### config.mk
export PLATFORM = sky130hd
export DESIGN_NAME = waveform_block_decoder
export DESIGN_NICKNAME = d
export VERILOG_FILES = /design/src/design/wbd_pkg.sv /design/src/design/wbd_csr.sv /design/src/design/wbd_parser.sv /design/src/design/wbd_scaler.sv /design/src/design/waveform_block_decoder.sv
export SDC_FILE = /design/constraint.sdc
export NUM_CORES = 2
export LEC_CHECK = 0
export BUFFER_PORTS_ARGS = -buffer_cell sky130_fd_sc_hd__buf_4
export CAP_MARGIN = 20
export CORE_MARGIN = 2
export CORE_UTILIZATION = 29
export CTS_CLUSTER_DIAMETER = 50
export CTS_CLUSTER_SIZE = 24
export DETAILED_ROUTE_END_ITERATION = 7
export GPL_ROUTABILITY_DRIVEN = 0
export HOLD_SLACK_MARGIN = 0.02
export PLACE_DENSITY = 0.41
export SLEW_MARGIN = 25
export SYNTH_ARGS = -nofsm -noshare
export SYNTH_HDL_FRONTEND = slang
export SYNTH_SLANG_ARGS = --single-unit
### constraint.sdc
create_clock -name clock -period 7.23 [get_ports clock]
set_input_delay 1.446 -clock clock [delete_from_list [all_inputs] [get_ports clock]]
set_output_delay 1.446 -clock clock [all_outputs]
set_load 0.02 [all_outputs]
### src/design/wbd_pkg.sv
// Shared types and constants for the waveform block decoder.
// Used by every module of the block; depends on nothing else.
package wbd_pkg;

   // Default fraction bits of the y_scale register.
   localparam int SCALE_FRAC_BITS_DEF = 32;

   // Configuration port geometry.
   localparam int CSR_ADDR_W = 5;
   localparam int CSR_DATA_W = 32;

   // Datapath widths.
   localparam int LEVEL_W   = 26;   // (record << 8) + y_offset
   localparam int SCALE_W   = 32;
   localparam int PRODUCT_W = LEVEL_W + SCALE_W;
   localparam int VALUE_W   = 57;
   localparam int COUNT_W   = 30;

   // ASCII codes of the block header.
   localparam logic [7:0] CHAR_HASH = 8'h23;
   localparam logic [7:0] CHAR_ZERO = 8'h30;
   localparam logic [7:0] CHAR_NINE = 8'h39;

   // Register indexes (byte address / 4).
   localparam logic [2:0] REG_BYTES_PER_SAMPLE = 3'd0;
   localparam logic [2:0] REG_SIGNED_SAMPLES   = 3'd1;
   localparam logic [2:0] REG_LITTLE_ENDIAN    = 3'd2;
   localparam logic [2:0] REG_DECIMATION       = 3'd3;
   localparam logic [2:0] REG_Y_SCALE          = 3'd4;
   localparam logic [2:0] REG_Y_OFFSET         = 3'd5;

   typedef enum logic [1:0] {
      ST_SAMPLE     = 2'd0,
      ST_BLOCK_END  = 2'd1,
      ST_INCOMPLETE = 2'd2,
      ST_BAD_HEADER = 2'd3
   } status_type;

   typedef enum logic [1:0] {
      PH_HUNT  = 2'd0,
      PH_COUNT = 2'd1,
      PH_LEN   = 2'd2,
      PH_DATA  = 2'd3
   } phase_type;

   typedef struct packed {
      logic [1:0]          bytes_per_sample;
      logic                signed_samples;
      logic                little_endian;
      logic [15:0]         decimation_stride;
      logic signed [31:0]  y_scale;
      logic signed [23:0]  y_offset;
   } cfg_type;

   // One parsed result on its way to the scaler.
   typedef struct packed {
      status_type                 status;
      logic                       last;
      logic signed [LEVEL_W-1:0]  level;
   } parsed_type;

   // One multiplied result on its way to the output register.
   typedef struct packed {
      status_type                   status;
      logic                         last;
      logic signed [PRODUCT_W-1:0]  product;
   } product_type;

endpackage

### src/design/wbd_csr.sv
// Configuration registers of the waveform block decoder, APB-style port.
// Depends on wbd_pkg.
module wbd_csr (
   input  logic                            clock,
   input  logic                            reset,
   input  logic                            csr_psel,
   input  logic                            csr_penable,
   input  logic                            csr_pwrite,
   input  logic [wbd_pkg::CSR_ADDR_W-1:0]  csr_paddr,
   input  logic [wbd_pkg::CSR_DATA_W-1:0]  csr_pwdata,
   output logic [wbd_pkg::CSR_DATA_W-1:0]  csr_prdata,
   output logic                            csr_pready,
   output wbd_pkg::cfg_type                cfg
);

   wbd_pkg::cfg_type cfg_ff, cfg_in;
   logic [2:0]       reg_index;
   logic             write_en;

   assign csr_pready = 1'b1;
   assign reg_index  = csr_paddr[wbd_pkg::CSR_ADDR_W-1:2];
   assign write_en   = csr_psel & csr_penable & csr_pwrite & csr_pready;
   assign cfg        = cfg_ff;

   always_comb begin
      cfg_in = cfg_ff;
      if (write_en) begin
         unique case (reg_index)
            wbd_pkg::REG_BYTES_PER_SAMPLE: cfg_in.bytes_per_sample = csr_pwdata[1:0];
            wbd_pkg::REG_SIGNED_SAMPLES:   cfg_in.signed_samples   = csr_pwdata[0];
            wbd_pkg::REG_LITTLE_ENDIAN:    cfg_in.little_endian    = csr_pwdata[0];
            wbd_pkg::REG_DECIMATION:       cfg_in.decimation_stride = csr_pwdata[15:0];
            wbd_pkg::REG_Y_SCALE:          cfg_in.y_scale  = signed'(csr_pwdata[31:0]);
            wbd_pkg::REG_Y_OFFSET:         cfg_in.y_offset = signed'(csr_pwdata[23:0]);
            default: ;
         endcase
      end
   end

   always_comb begin
      unique case (reg_index)
         wbd_pkg::REG_BYTES_PER_SAMPLE: csr_prdata = {30'd0, cfg_ff.bytes_per_sample};
         wbd_pkg::REG_SIGNED_SAMPLES:   csr_prdata = {31'd0, cfg_ff.signed_samples};
         wbd_pkg::REG_LITTLE_ENDIAN:    csr_prdata = {31'd0, cfg_ff.little_endian};
         wbd_pkg::REG_DECIMATION:       csr_prdata = {16'd0, cfg_ff.decimation_stride};
         wbd_pkg::REG_Y_SCALE:          csr_prdata = cfg_ff.y_scale;
         wbd_pkg::REG_Y_OFFSET:         csr_prdata = {8'd0, cfg_ff.y_offset};
         default:                       csr_prdata = '0;
      endcase
   end

   always_ff @(posedge clock) begin
      if (reset) begin
         cfg_ff.bytes_per_sample  <= 2'd2;
         cfg_ff.signed_samples    <= 1'b1;
         cfg_ff.little_endian     <= 1'b0;
         cfg_ff.decimation_stride <= 16'd1;
         cfg_ff.y_scale           <= 32'sd1;
         cfg_ff.y_offset          <= 24'sd0;
      end else begin
         cfg_ff <= cfg_in;
      end
   end

endmodule

### src/design/wbd_parser.sv
// Header parser, record assembly, decimation and level offset of the waveform block decoder.
// Registers at most one parsed result per request; depends on wbd_pkg.
module wbd_parser (
   input  logic                 clock,
   input  logic                 reset,
   input  wbd_pkg::cfg_type     cfg,
   input  logic                 req_valid,
   output logic                 req_ready,
   input  logic [7:0]           req_rx_byte,
   input  logic                 req_end_of_message,
   output logic                 parsed_valid,
   input  logic                 parsed_ready,
   output wbd_pkg::parsed_type  parsed
);

   wbd_pkg::phase_type              phase_ff, phase_in;
   logic [3:0]                      digits_ff, digits_in;
   logic [wbd_pkg::COUNT_W-1:0]     bytes_left_ff, bytes_left_in;
   logic [7:0]                      held_ff, held_in;
   logic                            second_ff, second_in;
   logic [15:0]                     dec_count_ff, dec_count_in;
   logic                            valid_ff, valid_in;
   wbd_pkg::parsed_type             parsed_ff, parsed_in;

   logic                            fire, emit, is_digit, complete, kept;
   logic [7:0]                      b;
   logic [15:0]                     stride, word;
   logic [16:0]                     dec_next, rec;
   logic [wbd_pkg::COUNT_W-1:0]     len_acc;
   logic [3:0]                      digits_dec;
   wbd_pkg::status_type             res_status;
   logic                            res_last;

   assign b         = req_rx_byte;
   assign req_ready = !valid_ff || parsed_ready;
   assign fire      = req_valid && req_ready;
   assign is_digit  = (b >= wbd_pkg::CHAR_ZERO) && (b <= wbd_pkg::CHAR_NINE);
   assign stride    = (cfg.decimation_stride == 16'd0) ? 16'd1 : cfg.decimation_stride;
   assign len_acc   = (bytes_left_ff << 3) + (bytes_left_ff << 1)
                      + wbd_pkg::COUNT_W'(b[3:0]);
   assign digits_dec = (digits_ff != 4'd0) ? digits_ff - 4'd1 : 4'd0;
   assign dec_next  = {1'b0, dec_count_ff} + 17'd1;
   assign word      = cfg.little_endian ? {b, held_ff} : {held_ff, b};

   always_comb begin
      phase_in      = phase_ff;
      digits_in     = digits_ff;
      bytes_left_in = bytes_left_ff;
      held_in       = held_ff;
      second_in     = second_ff;
      dec_count_in  = dec_count_ff;
      emit          = 1'b0;
      res_status    = wbd_pkg::ST_BLOCK_END;
      res_last      = 1'b0;
      complete      = 1'b0;
      kept          = 1'b0;
      rec           = '0;

      unique case (phase_ff)
         wbd_pkg::PH_HUNT: begin
            if (b == wbd_pkg::CHAR_HASH) begin
               phase_in = wbd_pkg::PH_COUNT;
               if (req_end_of_message) begin
                  emit = 1'b1; res_status = wbd_pkg::ST_INCOMPLETE; res_last = 1'b1;
                  phase_in = wbd_pkg::PH_HUNT;
               end
            end
         end
         wbd_pkg::PH_COUNT: begin
            if (!is_digit || b == wbd_pkg::CHAR_ZERO || req_end_of_message) begin
               emit     = 1'b1;
               res_last = 1'b1;
               if (!is_digit)                   res_status = wbd_pkg::ST_BAD_HEADER;
               else if (b == wbd_pkg::CHAR_ZERO) res_status = wbd_pkg::ST_BLOCK_END;
               else                             res_status = wbd_pkg::ST_INCOMPLETE;
            end
            if (is_digit && b != wbd_pkg::CHAR_ZERO) begin
               digits_in     = b[3:0];
               bytes_left_in = '0;
            end
            phase_in = (emit) ? wbd_pkg::PH_HUNT : wbd_pkg::PH_LEN;
            if (emit) second_in = 1'b0;
         end
         wbd_pkg::PH_LEN: begin
            if (!is_digit) begin
               emit = 1'b1; res_status = wbd_pkg::ST_BAD_HEADER; res_last = 1'b1;
            end else begin
               bytes_left_in = len_acc;
               digits_in     = digits_dec;
               if (digits_dec == 4'd0 && len_acc == '0) begin
                  emit = 1'b1; res_status = wbd_pkg::ST_BLOCK_END; res_last = 1'b1;
               end else begin
                  if (digits_dec == 4'd0) begin
                     phase_in     = wbd_pkg::PH_DATA;
                     second_in    = 1'b0;
                     dec_count_in = '0;
                  end
                  if (req_end_of_message) begin
                     emit = 1'b1; res_status = wbd_pkg::ST_INCOMPLETE; res_last = 1'b1;
                  end
               end
            end
            if (emit) begin
               phase_in  = wbd_pkg::PH_HUNT;
               second_in = 1'b0;
            end
         end
         wbd_pkg::PH_DATA: begin
            bytes_left_in = (bytes_left_ff != '0) ? bytes_left_ff - 1'b1 : '0;
            if (!cfg.bytes_per_sample[1]) begin
               rec      = cfg.signed_samples ? {{9{b[7]}}, b} : {9'd0, b};
               complete = 1'b1;
            end else if (!second_ff) begin
               held_in   = b;
               second_in = 1'b1;
            end else begin
               rec       = cfg.signed_samples ? {word[15], word} : {1'b0, word};
               second_in = 1'b0;
               complete  = 1'b1;
            end
            if (complete) begin
               kept         = (dec_count_ff == 16'd0);
               dec_count_in = (dec_next >= {1'b0, stride}) ? 16'd0 : dec_next[15:0];
            end
            if (bytes_left_in == '0) begin
               // Block done: the last byte reports a sample or a bare end.
               phase_in   = wbd_pkg::PH_HUNT;
               second_in  = 1'b0;
               emit       = 1'b1;
               res_last   = 1'b1;
               res_status = kept ? wbd_pkg::ST_SAMPLE : wbd_pkg::ST_BLOCK_END;
            end else if (req_end_of_message) begin
               phase_in   = wbd_pkg::PH_HUNT;
               second_in  = 1'b0;
               emit       = 1'b1;
               res_last   = 1'b1;
               res_status = wbd_pkg::ST_INCOMPLETE;
            end else if (kept) begin
               emit       = 1'b1;
               res_status = wbd_pkg::ST_SAMPLE;
            end
         end
      endcase
   end

   always_comb begin
      parsed_in.status = res_status;
      parsed_in.last   = res_last;
      if (res_status == wbd_pkg::ST_SAMPLE)
         parsed_in.level = {rec[16], rec, 8'h00}
                           + {{(wbd_pkg::LEVEL_W-24){cfg.y_offset[23]}}, cfg.y_offset};
      else
         parsed_in.level = '0;
      if (fire)
         valid_in = emit;
      else
         valid_in = valid_ff && !parsed_ready;
   end

   always_ff @(posedge clock) begin
      if (reset) begin
         phase_ff      <= wbd_pkg::PH_HUNT;
         digits_ff     <= '0;
         bytes_left_ff <= '0;
         held_ff       <= '0;
         second_ff     <= 1'b0;
         dec_count_ff  <= '0;
         valid_ff      <= 1'b0;
      end else begin
         valid_ff <= valid_in;
         if (fire) begin
            phase_ff      <= phase_in;
            digits_ff     <= digits_in;
            bytes_left_ff <= bytes_left_in;
            held_ff       <= held_in;
            second_ff     <= second_in;
            dec_count_ff  <= dec_count_in;
         end
      end
   end

   always_ff @(posedge clock) begin
      if (fire && emit) parsed_ff <= parsed_in;
   end

   assign parsed_valid = valid_ff;
   assign parsed       = parsed_ff;

endmodule

### src/design/wbd_scaler.sv
// Multiply stage and the rounding or saturating result register of the decoder.
// Depends on wbd_pkg; SCALE_FRAC_BITS sets the rounding or saturating shift.
module wbd_scaler #(
   parameter int SCALE_FRAC_BITS = wbd_pkg::SCALE_FRAC_BITS_DEF
) (
   input  logic                                clock,
   input  logic                                reset,
   input  logic signed [wbd_pkg::SCALE_W-1:0]  y_scale,
   input  logic                                parsed_valid,
   output logic                                parsed_ready,
   input  wbd_pkg::parsed_type                 parsed,
   output logic                                rsp_valid,
   input  logic                                rsp_ready,
   output logic [1:0]                          rsp_status,
   output logic signed [wbd_pkg::VALUE_W-1:0]  rsp_sample_value,
   output logic                                rsp_last
);

   localparam int PW    = wbd_pkg::PRODUCT_W;
   localparam int VW    = wbd_pkg::VALUE_W;
   localparam int SHIFT = SCALE_FRAC_BITS - 32;

   wbd_pkg::product_type        prod_ff, prod_in;
   logic                        prod_valid_ff, prod_valid_in;
   logic                        out_valid_ff, out_valid_in;
   wbd_pkg::status_type         out_status_ff;
   logic                        out_last_ff;
   logic signed [VW-1:0]        out_value_ff, value_scaled;
   logic                        prod_ready, out_ready;

   assign out_ready    = !out_valid_ff || rsp_ready;
   assign prod_ready   = !prod_valid_ff || out_ready;
   assign parsed_ready = prod_ready;

   always_comb begin
      prod_in.status  = parsed.status;
      prod_in.last    = parsed.last;
      prod_in.product = PW'(parsed.level) * PW'(y_scale);
   end

   // Bring the product to 40 fraction bits.
   generate
      if (SHIFT > 0) begin : g_round
         localparam logic signed [PW:0] HALF = (PW+1)'(1) <<< (SHIFT-1);
         logic signed [PW:0] biased;
         assign biased       = {prod_ff.product[PW-1], prod_ff.product} + HALF;
         assign value_scaled = VW'(biased >>> SHIFT);
      end else if (SHIFT < 0) begin : g_saturate
         localparam int K = -SHIFT;
         localparam logic signed [PW-1:0] MAG  = PW'(64'sd1 <<< (VW-1));
         localparam logic signed [PW-1:0] VMAX = MAG - PW'(1);
         localparam logic signed [PW-1:0] LIM_HI = VMAX >>> K;
         localparam logic signed [PW-1:0] LIM_LO = -(MAG >>> K);
         always_comb begin
            if (prod_ff.product > LIM_HI)
               value_scaled = VMAX[VW-1:0];
            else if (prod_ff.product < LIM_LO)
               value_scaled = {1'b1, {(VW-1){1'b0}}};
            else
               value_scaled = VW'(prod_ff.product <<< K);
         end
      end else begin : g_pass
         assign value_scaled = VW'(prod_ff.product);
      end
   endgenerate

   always_comb begin
      if (parsed_valid && prod_ready)
         prod_valid_in = 1'b1;
      else
         prod_valid_in = prod_valid_ff && !out_ready;
      if (prod_valid_ff && out_ready)
         out_valid_in = 1'b1;
      else
         out_valid_in = out_valid_ff && !rsp_ready;
   end

   always_ff @(posedge clock) begin
      if (reset) begin
         prod_valid_ff <= 1'b0;
         out_valid_ff  <= 1'b0;
      end else begin
         prod_valid_ff <= prod_valid_in;
         out_valid_ff  <= out_valid_in;
      end
   end

   always_ff @(posedge clock) begin
      if (parsed_valid && prod_ready) prod_ff <= prod_in;
      if (prod_valid_ff && out_ready) begin
         out_status_ff <= prod_ff.status;
         out_last_ff   <= prod_ff.last;
         out_value_ff  <= (prod_ff.status == wbd_pkg::ST_SAMPLE) ? value_scaled : '0;
      end
   end

   assign rsp_valid        = out_valid_ff;
   assign rsp_status       = out_status_ff;
   assign rsp_sample_value = out_value_ff;
   assign rsp_last         = out_last_ff;

endmodule

### src/design/waveform_block_decoder.sv
// Definite-length block waveform decoder: one reply byte per request.
// A result passes the parser, product and output registers in that order.
// Throughput: one request per cycle; requests stall only once three results are held.
// Reset (synchronous, active high) returns parsing to the hash hunt,
// loads register defaults and empties the result pipeline.
// Depends on wbd_pkg, wbd_csr, wbd_parser and wbd_scaler.
module waveform_block_decoder #(
   parameter int SCALE_FRAC_BITS = wbd_pkg::SCALE_FRAC_BITS_DEF
) (
   input  logic                                clock,
   input  logic                                reset,
   // request channel: one reply byte
   input  logic                                req_valid,
   output logic                                req_ready,
   input  logic [7:0]                          req_rx_byte,
   input  logic                                req_end_of_message,
   // result channel
   output logic                                rsp_valid,
   input  logic                                rsp_ready,
   output logic [1:0]                          rsp_status,
   output logic signed [wbd_pkg::VALUE_W-1:0]  rsp_sample_value,
   output logic                                rsp_last,
   // configuration port
   input  logic                                csr_psel,
   input  logic                                csr_penable,
   input  logic                                csr_pwrite,
   input  logic [wbd_pkg::CSR_ADDR_W-1:0]      csr_paddr,
   input  logic [wbd_pkg::CSR_DATA_W-1:0]      csr_pwdata,
   output logic [wbd_pkg::CSR_DATA_W-1:0]      csr_prdata,
   output logic                                csr_pready
);

   wbd_pkg::cfg_type     cfg;
   wbd_pkg::parsed_type  parsed;
   logic                 parsed_valid, parsed_ready;

   // Register file: record format, decimation and scaling.
   wbd_csr u_csr (
      .clock       (clock),
      .reset       (reset),
      .csr_psel    (csr_psel),
      .csr_penable (csr_penable),
      .csr_pwrite  (csr_pwrite),
      .csr_paddr   (csr_paddr),
      .csr_pwdata  (csr_pwdata),
      .csr_prdata  (csr_prdata),
      .csr_pready  (csr_pready),
      .cfg         (cfg)
   );

   // Stage 1: walk the header, build records, pick every stride-th one,
   // and add the level offset. Header errors and early ends close here.
   wbd_parser u_parser (
      .clock              (clock),
      .reset              (reset),
      .cfg                (cfg),
      .req_valid          (req_valid),
      .req_ready          (req_ready),
      .req_rx_byte        (req_rx_byte),
      .req_end_of_message (req_end_of_message),
      .parsed_valid       (parsed_valid),
      .parsed_ready       (parsed_ready),
      .parsed             (parsed)
   );

   // Stages 2 and 3: multiply by y_scale, then round or saturate to the
   // output format and hold the result until it is taken.
   wbd_scaler #(
      .SCALE_FRAC_BITS (SCALE_FRAC_BITS)
   ) u_scaler (
      .clock            (clock),
      .reset            (reset),
      .y_scale          (cfg.y_scale),
      .parsed_valid     (parsed_valid),
      .parsed_ready     (parsed_ready),
      .parsed           (parsed),
      .rsp_valid        (rsp_valid),
      .rsp_ready        (rsp_ready),
      .rsp_status       (rsp_status),
      .rsp_sample_value (rsp_sample_value),
      .rsp_last         (rsp_last)
   );

endmodule

==> results_dict.tcl <==
set metrics [dict create \
    row_count 143 \
    drt_wl_total_um 135000 \
    cellPowerDensity_mw_per_mm2 100 \
    drive_above_1_share_pct 15.9 \
    postSynthNetCount 6008 \
    synth_top_family_by_area "adder cells" \
    grt_setup_unrepaired "true" \
    ioPinCount 148 \
    clock.fmax_ghz 0.136 \
    worst_slew_pin_slew_ns 1.14 \
    grt_pass1_vias 35800 \
    cts_buffer_depth 3 \
    area_delta_synth_final_pct 20.4 \
    p_leak_nw 25.2 \
    cp_data_required_time_ns 7.76 \
    vias 33300 \
    grt_usage_pct 17.6 \
    synthCells 4860 \
    via_per_inst 4.57 \
    slew_headroom_pct 23.0 \
    grt_pass1_wl_um 213000 \
    worstPathMaxFanout 8 \
    layout_setup_ws_ns -0.123 \
    core-area_sq_mm 0.152 \
    portBuffers 144 \
    dr_wl_met3_um 4580 \
    cts_tree "built" \
    hold_viol_final 0 \
    cts_sinks 289 \
    place_hpwl_um 110000 \
    start_kind "flip-flop" \
    fin_setup_tns_ns -0.373 \
    critPathKind "reg -> reg" \
    syn-cell-area_sq_mm 0.0446 \
    drt_iter0_drc 1550 \
    initial_core_util_pct 29.3 \
    clk_latency_ns 0.69 \
    vdd_drop_max_v 0.000184 \
    slew_viol_final 0 \
    skew_ns 0.0475 \
    top_layer "met4" \
    post_drt_wl_per_cell_um 18.5 \
    place_area_sq_mm 0.0509 \
    synth_fa_ha_area_share_pct 45.0 \
    die_x_um 396 \
    synth_edf_count 149 \
    maxCapViolCount 0 \
    path_clk_slew_ns 0.06 \
    ys_async_sr_fraction_pct 0 \
    numCtsBuffers 53 \
    grt_max_degree 82 \
    synth_compound_area_share_pct 7.79 \
    postLayoutCellArea_sq_mm 0.0537 \
    end_kind "flip-flop" \
    nets 6352 \
    synth-simple-area-share_pct 17.9 \
    ys_ff_latch 289 \
    ys_seq_area_share_pct 16.3 \
    fillers 15800 \
    syn-mean-instance-area_sq_um 9.17 \
    synth-xor-area-share_pct 2.48 \
    grt.overflow.total 0 \
    dr_wl_met2_um 64400 \
    drt-pass1-iter-count 5 \
    cts_htree_levels 2 \
    netlist.area_leader.share_pct 38.1 \
    root_buffer "clkbuf_16" \
    netlist_top_cells_area "fa_1 38%, edfxtp_1 10%, inv_1 7.2%" \
    worstHoldPathType "reg -> reg" \
    ys_types 84 \
    ant_nets 0 \
    synth_ff_type "edfxtp_1" \
    chipHeight_um 396 \
    arrival_ns 7.88 \
    wl_met1_um 62300 \
    outcome "complete, but fails checks" \
    antenna_found_initial 7 \
    drc 0 \
    post-route-min-period_ns 7.35 \
    finalSetupViolCount 5 \
    synthMuxAreaShare_pct 0.929 \
    post-route-period-util_pct 102 \
    yosysTopAreaCell "fa_1" \
    violations "negative setup slack" \
    synth_warnings 0 \
    dieArea_sq_mm 0.157 \
]
==> path summary, 6_finish.rpt <==
kind | to | cells after the start | slack [ns] | from
worst min register to register | u_scaler.prod_ff[60] | 0 | 0.42 | u_parser.parsed[28]
worst max register to register | u_scaler.prod_ff[56] | 26 | -0.12 | u_parser.parsed[8]
worst max-delay path | u_scaler.prod_ff[56] | 26 | -0.12 | u_parser.parsed[8]
worst min-delay path | u_scaler.prod_ff[60] | 0 | 0.42 | u_parser.parsed[28]
==> where the power goes <==
group | total (mW) | switching, mW | internal, mW | leakage [nW]
registers | 1.74 | 0.00484 | 1.74 | 2.47
logic | 0.924 | 0.500 | 0.424 | 21.8
clock network | 2.71 | 1.07 | 1.64 | 0.920
==> layout make-up <==
cell class              count  area (sq um)  share of cell area, %
clock inverters            42           478                  0.891
multi-input cells        3446         33700                   62.7
repair buffers            559          5040                   9.39
well taps                2030          2540                   4.73
flip-flops and latches    289          7290                   13.6
clock buffers              58          1430                   2.66
diodes                      3          7.51                 0.0140
inverters                 855          3210                   5.98
==> kinds of logic (layout without fill, tap and decap cells) <==
| kind of cell | Yosys count | after routing |
|---|---|---|
| AOI/OAI and AO/OA | 545 | 545 |
| xor gates and xnor gates | 126 | 126 |
| adders and majority gates | 1095 | 1095 |
| buffers and inverters | 1125 | 1514 |
| DFF | 289 | 289 |
| muxes | 40 | 40 |
| other | 1 | 4 |
| and+or+nand+nor | 1639 | 1639 |
==> cell usage after synthesis (9+ instances only) <==
cell type	count
a211oi_1	21
a21boi_0	11
a21o_1	58
a21oi_1	204
a22oi_1	22
and2_1	438
and3_1	26
buf_1	12
clkbuf_1	249
dfxtp_1	140
edfxtp_1	149
fa_1	849
ha_1	246
inv_1	852
mux2_2	11
mux2i_1	29
nand2_1	720
nand2b_1	21
nand3_1	60
nand4_1	28
nor2_1	178
nor2b_1	19
nor3_1	56
nor4_1	22
o211ai_1	15
o21a_1	19
o21ai_0	89
o22ai_1	9
o31ai_1	12
or3_1	19
or4_1	10
xnor2_1	84
xor2_1	42
==> routing by layer <==
metal  GRT usage [%]  vias up
met2            29.4      513
li1                -    15800
met3            1.89      135
met5               0        -
met1            24.0    16800
met4            4.90        0
==> cell usage in the layout (no fill, tap or decap), types with 15 or more instances in the layout <==
| cell type | synthesis | routed |
|---|---|---|
| nand2_1 | 720 | 714 |
| xnor2_1 | 84 | 84 |
| o21ai_0 | 89 | 82 |
| o211ai_1 | 15 | 15 |
| nor4_1 | 22 | 21 |
| inv_1 | 852 | 835 |
| nand4_1 | 28 | 28 |
| a21oi_1 | 204 | 195 |
| and2_1 | 438 | 432 |
| fa_1 | 849 | 820 |
| nand3_1 | 60 | 56 |
| xor2_1 | 42 | 42 |
| a21o_1 | 58 | 58 |
| nand2b_1 | 21 | 21 |
| clkbuf_16 | 0 | 57 |
| nor3_1 | 56 | 50 |
| dfxtp_1 | 140 | 131 |
| nor2_1 | 178 | 174 |
| ha_1 | 246 | 232 |
| buf_6 | 2 | 22 |
| o21a_1 | 19 | 19 |
| mux2i_1 | 29 | 29 |
| inv_2 | 0 | 17 |
| a211oi_1 | 21 | 17 |
| nor2b_1 | 19 | 18 |
| and3_1 | 26 | 24 |
| buf_4 | 1 | 476 |
| or3_1 | 19 | 16 |
| a22oi_1 | 22 | 22 |
| buf_12 | 0 | 58 |
| edfxtp_1 | 149 | 149 |
| fa_2 | 0 | 29 |
==> sequential cells by signal (all words and copies together) (netlist names) <==
name / count
u_parser.digits_ff: 4
u_parser.parsed: 29
u_parser.bytes_left_ff: 30
u_parser.phase_ff: 2
u_parser.held_ff: 8
u_scaler.rsp_sample_value: 57
u_scaler.rsp_valid: 1
u_scaler.prod_ff: 60
u_parser.parsed_valid: 1
u_scaler.prod_valid_ff: 1
u_scaler.rsp_last: 1
u_parser.dec_count_ff: 16
u_parser.second_ff: 1
u_scaler.rsp_status: 2
u_csr.cfg: 76
==> per-stage QoR <==
| stage | total power, mW | hold slack [ns] | setup slack [ns] | instances | utilization, % |
|---|---|---|---|---|---|
| after global routing | 5.65 | 0.425 | -0.369 | 7281 | 35.2 |
| after CTS | 5.47 | 0.422 | -0.181 | 7269 | 35.0 |
| after floorplan | 2.30 | 0.400 | 0.00794 | 4860 | - |
| after global placement | 2.64 | 0.410 | -0.952 | 7154 | 33.4 |
| final | 5.37 | 0.419 | -0.123 | 7282 | 35.2 |
| after detailed placement | 2.64 | 0.409 | -0.956 | 7154 | 33.4 |
==> timing repair <==
action / in CTS / in global routing
gates cloned: 0 / 1
endpoints found under the setup margin: 24 / 20
hold buffers: 0 / 0
gates resized for setup: 84 / 86
pin swaps: 62 / 55
setup buffers: 20 / 10
hold endpoints to repair: 0 / 0
==> critical path, stage by stage, from the launching register on <==
cell and delay [ns]:
edfxtp_1 0.41, buf_12 0.16, buf_4 0.14, and2_1 0.17, fa_2 0.40, fa_1 0.54, inv_1 0.05, fa_1 0.50
inv_1 0.06, fa_1 0.40, fa_1 0.48, fa_1 0.56, fa_1 0.45, ha_4 0.31, a21o_1 0.13, a21o_1 0.15
a211oi_1 0.09, a21o_1 0.23, o21ai_4 0.29, a221oi_4 0.10, buf_6 0.15, o31ai_4 0.35, a31oi_4 0.16, buf_6 0.15
or3_4 0.38, and3_4 0.18, a211oi_2 0.18
No activity file was read; power rests on OpenSTA's default activity.
